===== src/rtl/scanline_rle_sprite_decoder_macros.svh =====
// assertion macros for the scanline rle sprite decoder
`ifndef SCANLINE_RLE_SPRITE_DECODER_MACROS_SVH
`define SCANLINE_RLE_SPRITE_DECODER_MACROS_SVH

`ifndef NO_ASSERTIONS
// same-cycle implication, checked on every clock edge out of reset
`define SRLE_ASSERT_IMPLY(lbl, ante, cons) \
    lbl: assert property (@(posedge i_clk) disable iff (!i_rst_n) (ante) |-> (cons)) \
        else $error("scanline rle decoder: implication failed");
// next-cycle implication
`define SRLE_ASSERT_NEXT(lbl, ante, cons) \
    lbl: assert property (@(posedge i_clk) disable iff (!i_rst_n) (ante) |=> (cons)) \
        else $error("scanline rle decoder: next-cycle check failed");
`else
`define SRLE_ASSERT_IMPLY(lbl, ante, cons)
`define SRLE_ASSERT_NEXT(lbl, ante, cons)
`endif

`endif


===== src/rtl/srle_pkg.sv =====
// shared types and constants of the scanline rle sprite decoder
package srle_pkg;

    localparam int CFG_AW     = 5;
    localparam int CFG_DW     = 32;
    localparam int IN_DATA_W  = 8;
    localparam int OUT_DATA_W = 48;
    localparam int OUT_USER_W = 2;

    // run header fields
    localparam logic [7:0] RUN_REPEAT_BIT = 8'h80;
    localparam logic [7:0] RUN_COUNT_MASK = 8'h7f;

    typedef enum logic [2:0] {
        PH_LEN_HI,
        PH_LEN_LO,
        PH_RUN_HDR,
        PH_RUN_RAW,
        PH_RUN_COLOR,
        PH_LINE_SKIP,
        PH_TAIL,
        PH_DRAIN
    } t_phase;

    typedef enum logic [1:0] {
        ST_OK,
        ST_LINE_SHORT,
        ST_RUN_OVER,
        ST_TRUNC
    } t_status;

    typedef enum logic [2:0] {
        REG_DEST_X,
        REG_DEST_Y,
        REG_IMG_WIDTH,
        REG_IMG_HEIGHT,
        REG_CLIP_LEFT,
        REG_CLIP_TOP,
        REG_CLIP_RIGHT,
        REG_CLIP_BOTTOM
    } t_reg_idx;

endpackage


===== src/rtl/scanline_rle_sprite_decoder.sv =====
// scanline rle sprite decoder: byte stream in, clipped pixel span writes out
//
// Input stream: one encoded byte per beat on s_tdata, s_tlast marks the last
// byte of a block. Output stream: one span write or status beat per result,
// m_tlast marks the beat that ends the block, m_tuser carries its status.
// Registers are written through the APB port; the user must write them only
// while the decoder is idle, which the block does not enforce. The clip
// geometry derived from them is registered in the cycle after a write. An
// accepted byte goes to the input register, then through the single decode
// stage into the output register, at one byte per cycle unless the receiver stalls.
// A byte that gives no result just updates the decoder state.
// When the receiver stalls, the output register holds its beat and the input
// register takes one more byte; after that s_tready drops until the output
// register drains.
// Reset clears the configuration registers to zero, empties both pipeline
// registers and puts the decoder at the start of a block.
`include "scanline_rle_sprite_decoder_macros.svh"

module scanline_rle_sprite_decoder (
    input  logic                              i_clk,
    input  logic                              i_rst_n,
    // input byte stream
    input  logic                              s_tvalid,
    output logic                              s_tready,
    input  logic [srle_pkg::IN_DATA_W-1:0]    s_tdata,   // [7:0] data_byte
    input  logic                              s_tlast,   // last_byte
    // output span stream
    output logic                              m_tvalid,
    input  logic                              m_tready,
    // [14:0] span_row, [29:15] span_col, [37:30] span_len,
    // [45:38] span_color, [47:46] zero
    output logic [srle_pkg::OUT_DATA_W-1:0]   m_tdata,
    output logic [srle_pkg::OUT_USER_W-1:0]   m_tuser,   // [1:0] status
    output logic                              m_tlast,   // block_done
    // register port
    input  logic                              psel,
    input  logic                              penable,
    input  logic                              pwrite,
    input  logic [srle_pkg::CFG_AW-1:0]       paddr,
    input  logic [srle_pkg::CFG_DW-1:0]       pwdata,
    output logic [srle_pkg::CFG_DW-1:0]       prdata,
    output logic                              pready
);
    import srle_pkg::*;

    // configuration registers
    logic [15:0] r_dest_x, r_dest_y, r_img_width, r_img_height;
    logic [14:0] r_clip_left, r_clip_top, r_clip_right, r_clip_bottom;

    // registered draw rectangle
    logic        r_g_nonempty;
    logic [14:0] r_g_left, r_g_width, r_g_top, r_g_bottom;
    logic [15:0] r_g_skip;

    // input register
    logic        r_in_valid;
    logic [7:0]  r_in_byte;
    logic        r_in_last;

    // decoder state
    t_phase      r_phase, n_phase;
    logic [15:0] r_line, n_line;
    logic [15:0] r_row, n_row;
    logic [15:0] r_col, n_col;
    logic [15:0] r_skip, n_skip;
    logic [7:0]  r_run, n_run;

    // output register
    logic        r_out_valid;
    logic [14:0] r_out_row, r_out_col;
    logic [7:0]  r_out_len, r_out_color;
    t_status     r_out_status;
    logic        r_out_done;

    // decode results
    logic        w_have_span, w_ended, w_new_block;
    t_status     w_status;
    logic [14:0] w_s_col;
    logic [7:0]  w_s_len, w_s_color;

    logic w_adv, w_fire, w_result, w_cfg_wr;

    // ---------------- register port ----------------
    assign pready   = 1'b1;
    assign w_cfg_wr = psel && penable && pwrite && pready;

    always_ff @(posedge i_clk) begin
        if (!i_rst_n) begin
            r_dest_x      <= '0;
            r_dest_y      <= '0;
            r_img_width   <= '0;
            r_img_height  <= '0;
            r_clip_left   <= '0;
            r_clip_top    <= '0;
            r_clip_right  <= '0;
            r_clip_bottom <= '0;
        end else if (w_cfg_wr) begin
            unique case (t_reg_idx'(paddr[4:2]))
                REG_DEST_X:      r_dest_x      <= pwdata[15:0];
                REG_DEST_Y:      r_dest_y      <= pwdata[15:0];
                REG_IMG_WIDTH:   r_img_width   <= pwdata[15:0];
                REG_IMG_HEIGHT:  r_img_height  <= pwdata[15:0];
                REG_CLIP_LEFT:   r_clip_left   <= pwdata[14:0];
                REG_CLIP_TOP:    r_clip_top    <= pwdata[14:0];
                REG_CLIP_RIGHT:  r_clip_right  <= pwdata[14:0];
                REG_CLIP_BOTTOM: r_clip_bottom <= pwdata[14:0];
            endcase
        end
    end

    // read mux
    always_comb begin
        unique case (t_reg_idx'(paddr[4:2]))
            REG_DEST_X:      prdata = {16'h0, r_dest_x};
            REG_DEST_Y:      prdata = {16'h0, r_dest_y};
            REG_IMG_WIDTH:   prdata = {16'h0, r_img_width};
            REG_IMG_HEIGHT:  prdata = {16'h0, r_img_height};
            REG_CLIP_LEFT:   prdata = {17'h0, r_clip_left};
            REG_CLIP_TOP:    prdata = {17'h0, r_clip_top};
            REG_CLIP_RIGHT:  prdata = {17'h0, r_clip_right};
            REG_CLIP_BOTTOM: prdata = {17'h0, r_clip_bottom};
        endcase
    end

    // ---------------- draw rectangle ----------------
    logic signed [17:0] w_left, w_right, w_top, w_bottom;
    logic signed [17:0] w_dx, w_dy, w_xend, w_yend, w_width;
    logic signed [17:0] w_cl, w_ct, w_cr, w_cb;
    logic signed [17:0] w_skip;
    logic               w_nonempty;

    assign w_dx   = {{2{r_dest_x[15]}}, r_dest_x};
    assign w_dy   = {{2{r_dest_y[15]}}, r_dest_y};
    assign w_cl   = {3'b0, r_clip_left};
    assign w_ct   = {3'b0, r_clip_top};
    assign w_cr   = {3'b0, r_clip_right};
    assign w_cb   = {3'b0, r_clip_bottom};
    assign w_xend = w_dx + {2'b0, r_img_width};
    assign w_yend = w_dy + {2'b0, r_img_height};

    assign w_left     = (w_dx > w_cl) ? w_dx : w_cl;
    assign w_right    = (w_xend < w_cr) ? w_xend : w_cr;
    assign w_top      = (w_dy > w_ct) ? w_dy : w_ct;
    assign w_bottom   = (w_yend < w_cb) ? w_yend : w_cb;
    assign w_nonempty = (w_left < w_right) && (w_top < w_bottom);
    assign w_width    = w_right - w_left;
    assign w_skip     = w_left - w_dx;

    always_ff @(posedge i_clk) begin
        if (!i_rst_n) begin
            r_g_nonempty <= 1'b0;
        end else begin
            r_g_nonempty <= w_nonempty;
        end
        r_g_left   <= w_left[14:0];
        r_g_width  <= w_nonempty ? w_width[14:0] : 15'd0;
        r_g_top    <= w_top[14:0];
        r_g_bottom <= w_bottom[14:0];
        r_g_skip   <= w_skip[15:0];
    end

    // ---------------- handshake ----------------
    assign w_adv    = !r_out_valid || m_tready;
    assign w_fire   = r_in_valid && w_adv;
    assign s_tready = !r_in_valid || w_adv;
    assign w_result = w_have_span || w_ended;

    always_ff @(posedge i_clk) begin
        if (!i_rst_n) begin
            r_in_valid <= 1'b0;
        end else if (s_tready) begin
            r_in_valid <= s_tvalid;
        end
        if (s_tready && s_tvalid) begin
            r_in_byte <= s_tdata;
            r_in_last <= s_tlast;
        end
    end

    // ---------------- decode helpers ----------------
    logic [15:0]        w_room, w_width16, w_n16, w_line_lo, w_line_dec, w_row_inc;
    logic [7:0]         w_n, w_s, w_d, w_dmin, w_rcnt, w_ccnt;
    logic signed [17:0] w_out_y;
    logic               w_vis;
    t_phase             w_eol_phase, w_eff;

    assign w_width16  = {1'b0, r_g_width};
    assign w_room     = (r_col < w_width16) ? (w_width16 - r_col) : 16'd0;
    assign w_n        = (r_in_byte & RUN_COUNT_MASK) + 8'd1;
    assign w_n16      = {8'h0, w_n};
    // raw run: pixels in the skipped columns plus visible ones up to the room
    assign w_s        = (w_n16 < r_skip) ? w_n : r_skip[7:0];
    assign w_d        = w_n - w_s;
    assign w_dmin     = ({8'h0, w_d} < w_room) ? w_d : w_room[7:0];
    // repeated run: visible count past the skipped columns
    assign w_rcnt     = (w_n16 > r_skip) ? (w_n - r_skip[7:0]) : 8'd0;
    assign w_ccnt     = ({8'h0, r_run} < w_room) ? r_run : w_room[7:0];
    assign w_line_lo  = {r_line[15:8], r_in_byte};
    assign w_line_dec = (r_line != 16'd0) ? (r_line - 16'd1) : 16'd0;
    assign w_row_inc  = (r_row != 16'hffff) ? (r_row + 16'd1) : r_row;
    assign w_eol_phase = (w_row_inc >= r_img_height) ? PH_TAIL : PH_LEN_HI;
    assign w_out_y    = w_dy + {2'b0, r_row};
    assign w_vis      = r_g_nonempty && (w_out_y >= $signed({3'b0, r_g_top}))
                        && (w_out_y < $signed({3'b0, r_g_bottom}));
    assign w_eff      = (r_phase == PH_LEN_HI
                         && (!r_g_nonempty || r_row >= r_img_height)) ? PH_TAIL : r_phase;

    // ---------------- next state and result ----------------
    always_comb begin
        n_phase     = w_eff;
        n_line      = r_line;
        n_row       = r_row;
        n_col       = r_col;
        n_skip      = r_skip;
        n_run       = r_run;
        w_have_span = 1'b0;
        w_ended     = 1'b0;
        w_status    = ST_OK;
        w_s_col     = '0;
        w_s_len     = '0;
        w_s_color   = '0;
        w_new_block = 1'b0;

        unique case (w_eff)
            PH_LEN_HI: begin
                n_line = {r_in_byte, 8'h00};
                if (r_in_last) begin
                    w_status = ST_TRUNC;
                    w_ended  = 1'b1;
                end else begin
                    n_phase = PH_LEN_LO;
                end
            end
            PH_LEN_LO: begin
                n_line = w_line_lo;
                if (r_in_last && w_line_lo != 16'd0) begin
                    w_status = ST_TRUNC;
                    w_ended  = 1'b1;
                end else begin
                    if (w_vis) begin
                        n_col  = '0;
                        n_skip = r_g_skip;
                        n_run  = '0;
                        if (w_line_lo == 16'd0) begin
                            w_status = ST_LINE_SHORT;
                            w_ended  = 1'b1;
                        end else begin
                            n_phase = PH_RUN_HDR;
                        end
                    end else if (w_line_lo == 16'd0) begin
                        n_row   = w_row_inc;
                        n_phase = w_eol_phase;
                    end else begin
                        n_phase = PH_LINE_SKIP;
                    end
                    if (r_in_last && !w_ended) begin
                        w_ended = 1'b1;
                        if (n_phase != PH_TAIL) w_status = ST_TRUNC;
                    end
                end
            end
            PH_RUN_HDR, PH_RUN_RAW, PH_RUN_COLOR, PH_LINE_SKIP: begin
                n_line = w_line_dec;
                // per-phase byte handling
                if (w_eff == PH_RUN_HDR) begin
                    if (w_room == 16'd0) begin
                        n_phase = PH_LINE_SKIP;
                    end else if ((r_in_byte & RUN_REPEAT_BIT) == 8'h00) begin
                        n_run   = w_s + w_dmin;
                        n_phase = PH_RUN_RAW;
                    end else begin
                        if (w_n16 <= r_skip) begin
                            n_skip = r_skip - w_n16;
                            n_run  = '0;
                        end else begin
                            n_skip = '0;
                            n_run  = ({8'h0, w_rcnt} < w_room) ? w_rcnt : w_room[7:0];
                        end
                        n_phase = PH_RUN_COLOR;
                    end
                end else if (w_eff == PH_RUN_RAW || w_eff == PH_RUN_COLOR) begin
                    if (w_eff == PH_RUN_RAW) begin
                        if (r_skip != 16'd0) begin
                            n_skip = r_skip - 16'd1;
                        end else if (w_room != 16'd0) begin
                            w_have_span = 1'b1;
                            w_s_col     = r_g_left + r_col[14:0];
                            w_s_len     = 8'd1;
                            w_s_color   = r_in_byte;
                            n_col       = r_col + 16'd1;
                        end
                        if (r_run != 8'd0) n_run = r_run - 8'd1;
                    end else begin
                        if (w_ccnt != 8'd0 && r_in_byte != 8'd0) begin
                            w_have_span = 1'b1;
                            w_s_col     = r_g_left + r_col[14:0];
                            w_s_len     = w_ccnt;
                            w_s_color   = r_in_byte;
                        end
                        n_col = r_col + {8'h0, w_ccnt};
                        n_run = '0;
                    end
                    if (n_run == 8'd0) begin
                        n_phase = (n_col >= w_width16) ? PH_LINE_SKIP : PH_RUN_HDR;
                    end
                end
                // line end and stream end
                if (r_in_last && w_line_dec != 16'd0) begin
                    w_have_span = 1'b0;
                    w_status    = ST_TRUNC;
                    w_ended     = 1'b1;
                end else begin
                    if (w_line_dec == 16'd0) begin
                        priority case (n_phase)
                            PH_LINE_SKIP: begin
                                n_row   = w_row_inc;
                                n_phase = w_eol_phase;
                            end
                            PH_RUN_HDR: begin
                                w_status = ST_LINE_SHORT;
                                w_ended  = 1'b1;
                            end
                            PH_RUN_RAW: begin
                                w_status = ({8'h0, n_run} <= n_skip) ? ST_LINE_SHORT
                                                                     : ST_RUN_OVER;
                                w_ended  = 1'b1;
                            end
                            default: begin
                                w_status = (n_run == 8'd0) ? ST_LINE_SHORT : ST_RUN_OVER;
                                w_ended  = 1'b1;
                            end
                        endcase
                    end
                    if (r_in_last && !w_ended) begin
                        w_ended = 1'b1;
                        if (n_phase != PH_TAIL) w_status = ST_TRUNC;
                    end
                end
            end
            PH_TAIL: begin
                if (r_in_last) w_ended = 1'b1;
            end
            PH_DRAIN: begin
                if (r_in_last) w_new_block = 1'b1;
            end
        endcase

        // block end: restart on the last byte, otherwise drop up to it
        if (w_ended) begin
            if (r_in_last) w_new_block = 1'b1;
            else n_phase = PH_DRAIN;
        end
        if (w_new_block) begin
            n_phase = PH_LEN_HI;
            n_line  = '0;
            n_row   = '0;
            n_col   = '0;
            n_skip  = '0;
            n_run   = '0;
        end
    end

    // decoder state register
    always_ff @(posedge i_clk) begin
        if (!i_rst_n) begin
            r_phase <= PH_LEN_HI;
            r_line  <= '0;
            r_row   <= '0;
            r_col   <= '0;
            r_skip  <= '0;
            r_run   <= '0;
        end else if (w_fire) begin
            r_phase <= n_phase;
            r_line  <= n_line;
            r_row   <= n_row;
            r_col   <= n_col;
            r_skip  <= n_skip;
            r_run   <= n_run;
        end
    end

    // ---------------- output register ----------------
    // span fields read as zero on a status-only beat
    always_ff @(posedge i_clk) begin
        if (!i_rst_n) begin
            r_out_valid <= 1'b0;
        end else if (w_adv) begin
            r_out_valid <= w_fire && w_result;
        end
        if (w_fire && w_result) begin
            r_out_row    <= w_have_span ? w_out_y[14:0] : 15'd0;
            r_out_col    <= w_have_span ? w_s_col : 15'd0;
            r_out_len    <= w_have_span ? w_s_len : 8'd0;
            r_out_color  <= w_have_span ? w_s_color : 8'd0;
            r_out_status <= w_status;
            r_out_done   <= w_ended;
        end
    end

    assign m_tvalid = r_out_valid;
    assign m_tdata  = {2'b00, r_out_color, r_out_len, r_out_col, r_out_row};
    assign m_tuser  = r_out_status;
    assign m_tlast  = r_out_done;

    // ---------------- assertions ----------------
    `SRLE_ASSERT_IMPLY(a_no_empty_beat, r_out_valid && !r_out_done, r_out_len != 8'd0)
    `SRLE_ASSERT_IMPLY(a_error_ends_block, r_out_valid && r_out_status != ST_OK, r_out_done)
    `SRLE_ASSERT_NEXT(a_drain_after_end, w_fire && w_ended && !r_in_last, r_phase == PH_DRAIN)

endmodule

===== config.mk =====
export PLATFORM = sky130hd
export DESIGN_NAME = scanline_rle_sprite_decoder
export DESIGN_NICKNAME = d
export VERILOG_FILES = /design/src/rtl/srle_pkg.sv /design/src/rtl/scanline_rle_sprite_decoder.sv
export VERILOG_INCLUDE_DIRS = /design/src /design/src/rtl
export SDC_FILE = /design/constraint.sdc
export NUM_CORES = 1
export LEC_CHECK = 0
export BUFFER_PORTS_ARGS = -buffer_cell sky130_fd_sc_hd__buf_4
export CORE_ASPECT_RATIO = 1.25
export CORE_MARGIN = 2
export CORE_UTILIZATION = 37
export CTS_CLUSTER_SIZE = 28
export DETAILED_ROUTE_END_ITERATION = 6
export GPL_TIMING_DRIVEN = 0
export SLEW_MARGIN = 20
export SYNTH_ARGS = -nofsm -noshare
export SYNTH_HDL_FRONTEND = slang
export SYNTH_SLANG_ARGS = --single-unit

===== constraint.sdc =====
create_clock -name i_clk -period 15.2 [get_ports i_clk]
set_clock_uncertainty 0.1 [all_clocks]
set_input_delay 0.76 -clock i_clk [delete_from_list [all_inputs] [get_ports i_clk]]
set_output_delay 0.76 -clock i_clk [all_outputs]
set_load 0.03 [all_outputs]

==> impl_metrics.prom <==
# TYPE chip_impl_metric gauge
chip_impl_metric{name="place_congestion",unit=""} 1.03
chip_impl_info{name="crit_type",value="reg -> reg"} 1
chip_impl_info{name="synth_top_flop_cell",value="dfxtp_1"} 1
chip_impl_metric{name="final_util",unit="%"} 41.9
chip_impl_metric{name="path_max_fanout",unit=""} 10
chip_impl_info{name="cts_root_buf",value="clkbuf_16"} 1
chip_impl_metric{name="hold_buffers",unit=""} 0
chip_impl_metric{name="final-max-slew-violation-count",unit=""} 0
chip_impl_metric{name="tritoncts_num_sinks",unit=""} 336
chip_impl_metric{name="period_needed",unit="ps"} 11620
chip_impl_metric{name="via_to_cell_ratio",unit=""} 5.58
chip_impl_metric{name="max-clock-path-buffers",unit=""} 3
chip_impl_metric{name="drt_pre_antenna_iters",unit=""} 6
chip_impl_metric{name="grt_max_degree",unit=""} 25
chip_impl_metric{name="synthDistinctLibCells",unit=""} 93
chip_impl_metric{name="cts-resized-gates",unit=""} 0
chip_impl_metric{name="max-slew-margin-rel",unit="%"} 18.6
chip_impl_metric{name="detail_route.wl_per_cell",unit="um"} 20.8
chip_impl_metric{name="timing.fmax",unit="MHz"} 86.0
chip_impl_metric{name="clk_pin_slew_worst_paths",unit="ps"} 60
chip_impl_metric{name="place_ws",unit="ps"} 3680
chip_impl_metric{name="dieHeight",unit="um"} 314
chip_impl_metric{name="synth_enable_flop_cells",unit=""} 58
chip_impl_metric{name="rows",unit=""} 113
chip_impl_metric{name="htreeDepth",unit=""} 2
chip_impl_metric{name="detail_route.drc_violations",unit=""} 0
chip_impl_metric{name="finalSetupViolations",unit=""} 0
chip_impl_metric{name="synth.avg_cell_area",unit="sq um"} 7.85
chip_impl_metric{name="area_growth",unit="%"} 12.1
chip_impl_metric{name="final_critical_path_setup_slack",unit="ps"} 3580
chip_impl_metric{name="cell_count_after_placement",unit=""} 4705
chip_impl_metric{name="cpPeakStageDelay",unit="ps"} 580
chip_impl_info{name="crit_slowest_cell",value="edfxtp_1"} 1
chip_impl_metric{name="gr-total-overflow",unit=""} 0
chip_impl_info{name="critPathCaptureType",value="register"} 1
chip_impl_metric{name="ir_worst_vdd",unit="uV"} 86.4
chip_impl_metric{name="chipWidth",unit="um"} 252
chip_impl_metric{name="numCtsBuffers",unit=""} 40
chip_impl_metric{name="grt_first_pass_wirelength",unit="um"} 151000
chip_impl_metric{name="post-dp-hpwl",unit="um"} 80800
chip_impl_metric{name="stdcell_count",unit=""} 4782
chip_impl_metric{name="vias",unit=""} 26700
chip_impl_metric{name="async_flop_share",unit="%"} 0
chip_impl_metric{name="critical_path_required",unit="ps"} 15440
chip_impl_metric{name="floorplan.initialDensity",unit="%"} 37.4
chip_impl_metric{name="nets",unit=""} 4187
chip_impl_info{name="grt_setup_unrepaired",value="false"} 1
chip_impl_info{name="hp-class",value="in -> reg"} 1
chip_impl_metric{name="final_layout_size_suffix_gt1_share",unit="%"} 7.18
chip_impl_metric{name="hold_ws",unit="ps"} 230
chip_impl_metric{name="grt_pass1_vias",unit=""} 25600
chip_impl_metric{name="postRouteWirelength",unit="um"} 99600
chip_impl_info{name="crit_path_frequent_cell",value="ha_1"} 1
chip_impl_metric{name="globalRouteTotalUtil",unit="%"} 24.7
chip_impl_info{name="tritoncts_clock_tree",value="built"} 1
chip_impl_metric{name="cap_viol_max_count",unit=""} 0
chip_impl_metric{name="clk-insertion-delay-late",unit="ps"} 610
chip_impl_metric{name="antenna_nets_post_route",unit=""} 0
chip_impl_info{name="status",value="finished clean"} 1
chip_impl_metric{name="powerDensity",unit="nW/um^2"} 86.5
chip_impl_metric{name="cp.arrival",unit="ps"} 11860
chip_impl_metric{name="drtIter0Drc",unit=""} 1854
chip_impl_metric{name="yosys_warnings",unit=""} 0
chip_impl_metric{name="finalHoldViolCount",unit=""} 0
chip_impl_info{name="timing.critical_path.from_type",value="register"} 1
chip_impl_metric{name="synth-seq-area-share",unit="%"} 25.7
chip_impl_metric{name="number_of_antenna_violations_at_the_first_check_in_global_routing",unit=""} 4
chip_impl_metric{name="syn_area",unit="sq um"} 28400
chip_impl_metric{name="synth.ff_latch_count",unit=""} 336
chip_impl_metric{name="num_io_pins",unit=""} 139
chip_impl_metric{name="io_buffers",unit=""} 85
chip_impl_metric{name="max_slew.worst_pin.slew",unit="ps"} 1210
chip_impl_metric{name="setup_tns",unit="ps"} 0
chip_impl_metric{name="part_of_the_cycle_the_worst_path_needs",unit="%"} 76.5
chip_impl_metric{name="core",unit="sq um"} 75900
chip_impl_metric{name="fp.dieArea",unit="sq um"} 79000
chip_impl_metric{name="synthCells",unit=""} 3618
chip_impl_metric{name="post_cts_setup_buffer_count",unit=""} 0
chip_impl_metric{name="total_leakage_power",unit="nW"} 12.7
[cells in the mapped netlist (all sizes together), types with 13 or more instances]
| library cell | count | area [sq um] |
|---|---|---|
| o211ai | 23 | 178 |
| and2 | 40 | 250 |
| o21bai | 28 | 214 |
| clkbuf | 140 | 539 |
| o21a | 42 | 315 |
| xor2 | 40 | 350 |
| o21ai | 219 | 1100 |
| buf | 39 | 253 |
| a22oi | 33 | 248 |
| ha | 352 | 4400 |
| mux2 | 30 | 338 |
| o31ai | 22 | 170 |
| a21oi | 177 | 893 |
| a21o | 72 | 541 |
| a21boi | 157 | 1180 |
| nand2 | 482 | 1810 |
| a211o | 13 | 114 |
| edfxtp | 58 | 1740 |
| and3 | 25 | 156 |
| nor3 | 68 | 345 |
| o211a | 13 | 130 |
| nor2b | 84 | 526 |
| a22o | 22 | 193 |
| mux2i | 33 | 330 |
| inv | 310 | 1160 |
| a221oi | 27 | 243 |
| nand2b | 48 | 303 |
| nand4 | 40 | 250 |
| dfxtp | 278 | 5570 |
| a31oi | 31 | 200 |
| nand3 | 101 | 518 |
| a211oi | 26 | 200 |
| xnor2 | 95 | 832 |
| nor4 | 25 | 156 |
| nor2 | 242 | 908 |
| or3 | 19 | 124 |
[stage by stage]
stage | total power [mW] | cell area (sq um)
floorplan | 1.48 | 28500
global placement | 1.70 | 30300
detailed placement | 1.70 | 30400
CTS | 2.76 | 31800
global route | 2.87 | 31800
finish | 2.75 | 31800
[cells by family after synthesis]
logic type,count (synthesis),share of synthesized area [%]
AO/OA/AOI/OAI,992,23.7
AND/OR/NAND/NOR,1230,20.4
multiplexers,67,2.67
other,2,0.0265
flip-flops,336,25.7
buffers and inverters,492,6.93
XOR/XNOR,135,4.17
adder cells (fa/ha/maj),364,16.4
[state kept, by name, summed over array words and instances, names as in the netlist, 15 cells and up]
signal,cells
r_out_row,15
r_g_bottom,15
r_img_width,16
r_img_height,16
r_clip_top,15
r_g_left,15
r_g_width,15
r_line,16
r_col,16
r_g_top,15
r_skip,16
r_clip_right,15
r_g_skip,16
r_clip_bottom,15
r_clip_left,15
r_out_col,15
r_row,16
r_dest_y,16
r_dest_x,16
[area by class of cell]
class / instances / area [sq um]
clock buffers: 44 / 1040
plain buffers: 179 / 792
fillers: 7734 / 44100
repair buffers: 87 / 686
flip-flops and latches: 336 / 7310
clock inverters: 30 / 389
inverters: 313 / 1170
well taps: 977 / 1220
diodes: 3 / 7.51
multi-input cells: 2813 / 19200
[report_power, final]
group | internal, mW | switching, mW | leakage (nW)
logic | 0.252 | 0.499 | 9.26
registers | 0.925 | 0.0177 | 2.78
clock network | 0.609 | 0.452 | 0.706
total | 1.79 | 0.969 | 12.7
[cells in the final DEF (no fill, tap or decap), types with 13 or more instances in the layout]
| cell | count |
|---|---|
| dfxtp_1 | 278 |
| a21o_1 | 72 |
| mux2i_1 | 33 |
| a211o_1 | 13 |
| clkbuf_16 | 40 |
| o21bai_1 | 27 |
| nor3_1 | 67 |
| o21ai_0 | 207 |
| ha_1 | 352 |
| a221oi_1 | 25 |
| mux2_2 | 30 |
| o211ai_1 | 22 |
| buf_4 | 104 |
| and3_1 | 25 |
| xnor2_1 | 95 |
| nand2b_1 | 47 |
| nor2_1 | 241 |
| a211oi_1 | 25 |
| o31ai_1 | 21 |
| a22o_1 | 22 |
| or3_1 | 18 |
| a22oi_1 | 33 |
| o21a_1 | 42 |
| nand2_1 | 482 |
| edfxtp_1 | 58 |
| xor2_1 | 40 |
| nand3_1 | 100 |
| nor2b_1 | 84 |
| nor4_1 | 25 |
| and2_1 | 40 |
| clkbuf_1 | 131 |
| a21boi_0 | 153 |
| o211a_1 | 13 |
| a31oi_1 | 30 |
| a21oi_1 | 175 |
| conb_1 | 25 |
| nand4_1 | 40 |
| inv_1 | 310 |
[worst max-delay path, delay by kind of cell, from the launching register on]
kind	cells	cell delay (ps)
fa+ha+maj	6	1850
flops	1	580
compound gates	22	4680
simple gates	13	2020
buf+inv	6	1250
xor+xnor	3	860
[routing by layer]
layer  up-vias  track usage, %  wire, um
met1     12500            28.8     40300
met2       814            43.0     47600
met5         -               0         8
li1      13100               -         -
met3       271            2.88      4640
met4         2            15.4      7000
[final timing paths]
check / from / endpoint / slack [ps] / cells after the start
hold / removal: s_tdata[0] / r_in_byte[0] / 230 / 1
hold reg to reg: r_clip_top[13] / r_clip_top[13] / 370 / 2
setup reg to reg: r_in_byte[0] / m_tuser[0] / 3580 / 50
setup / recovery: r_in_byte[0] / m_tuser[0] / 3580 / 50
Note: power is estimated with default switching activity, not from simulation.
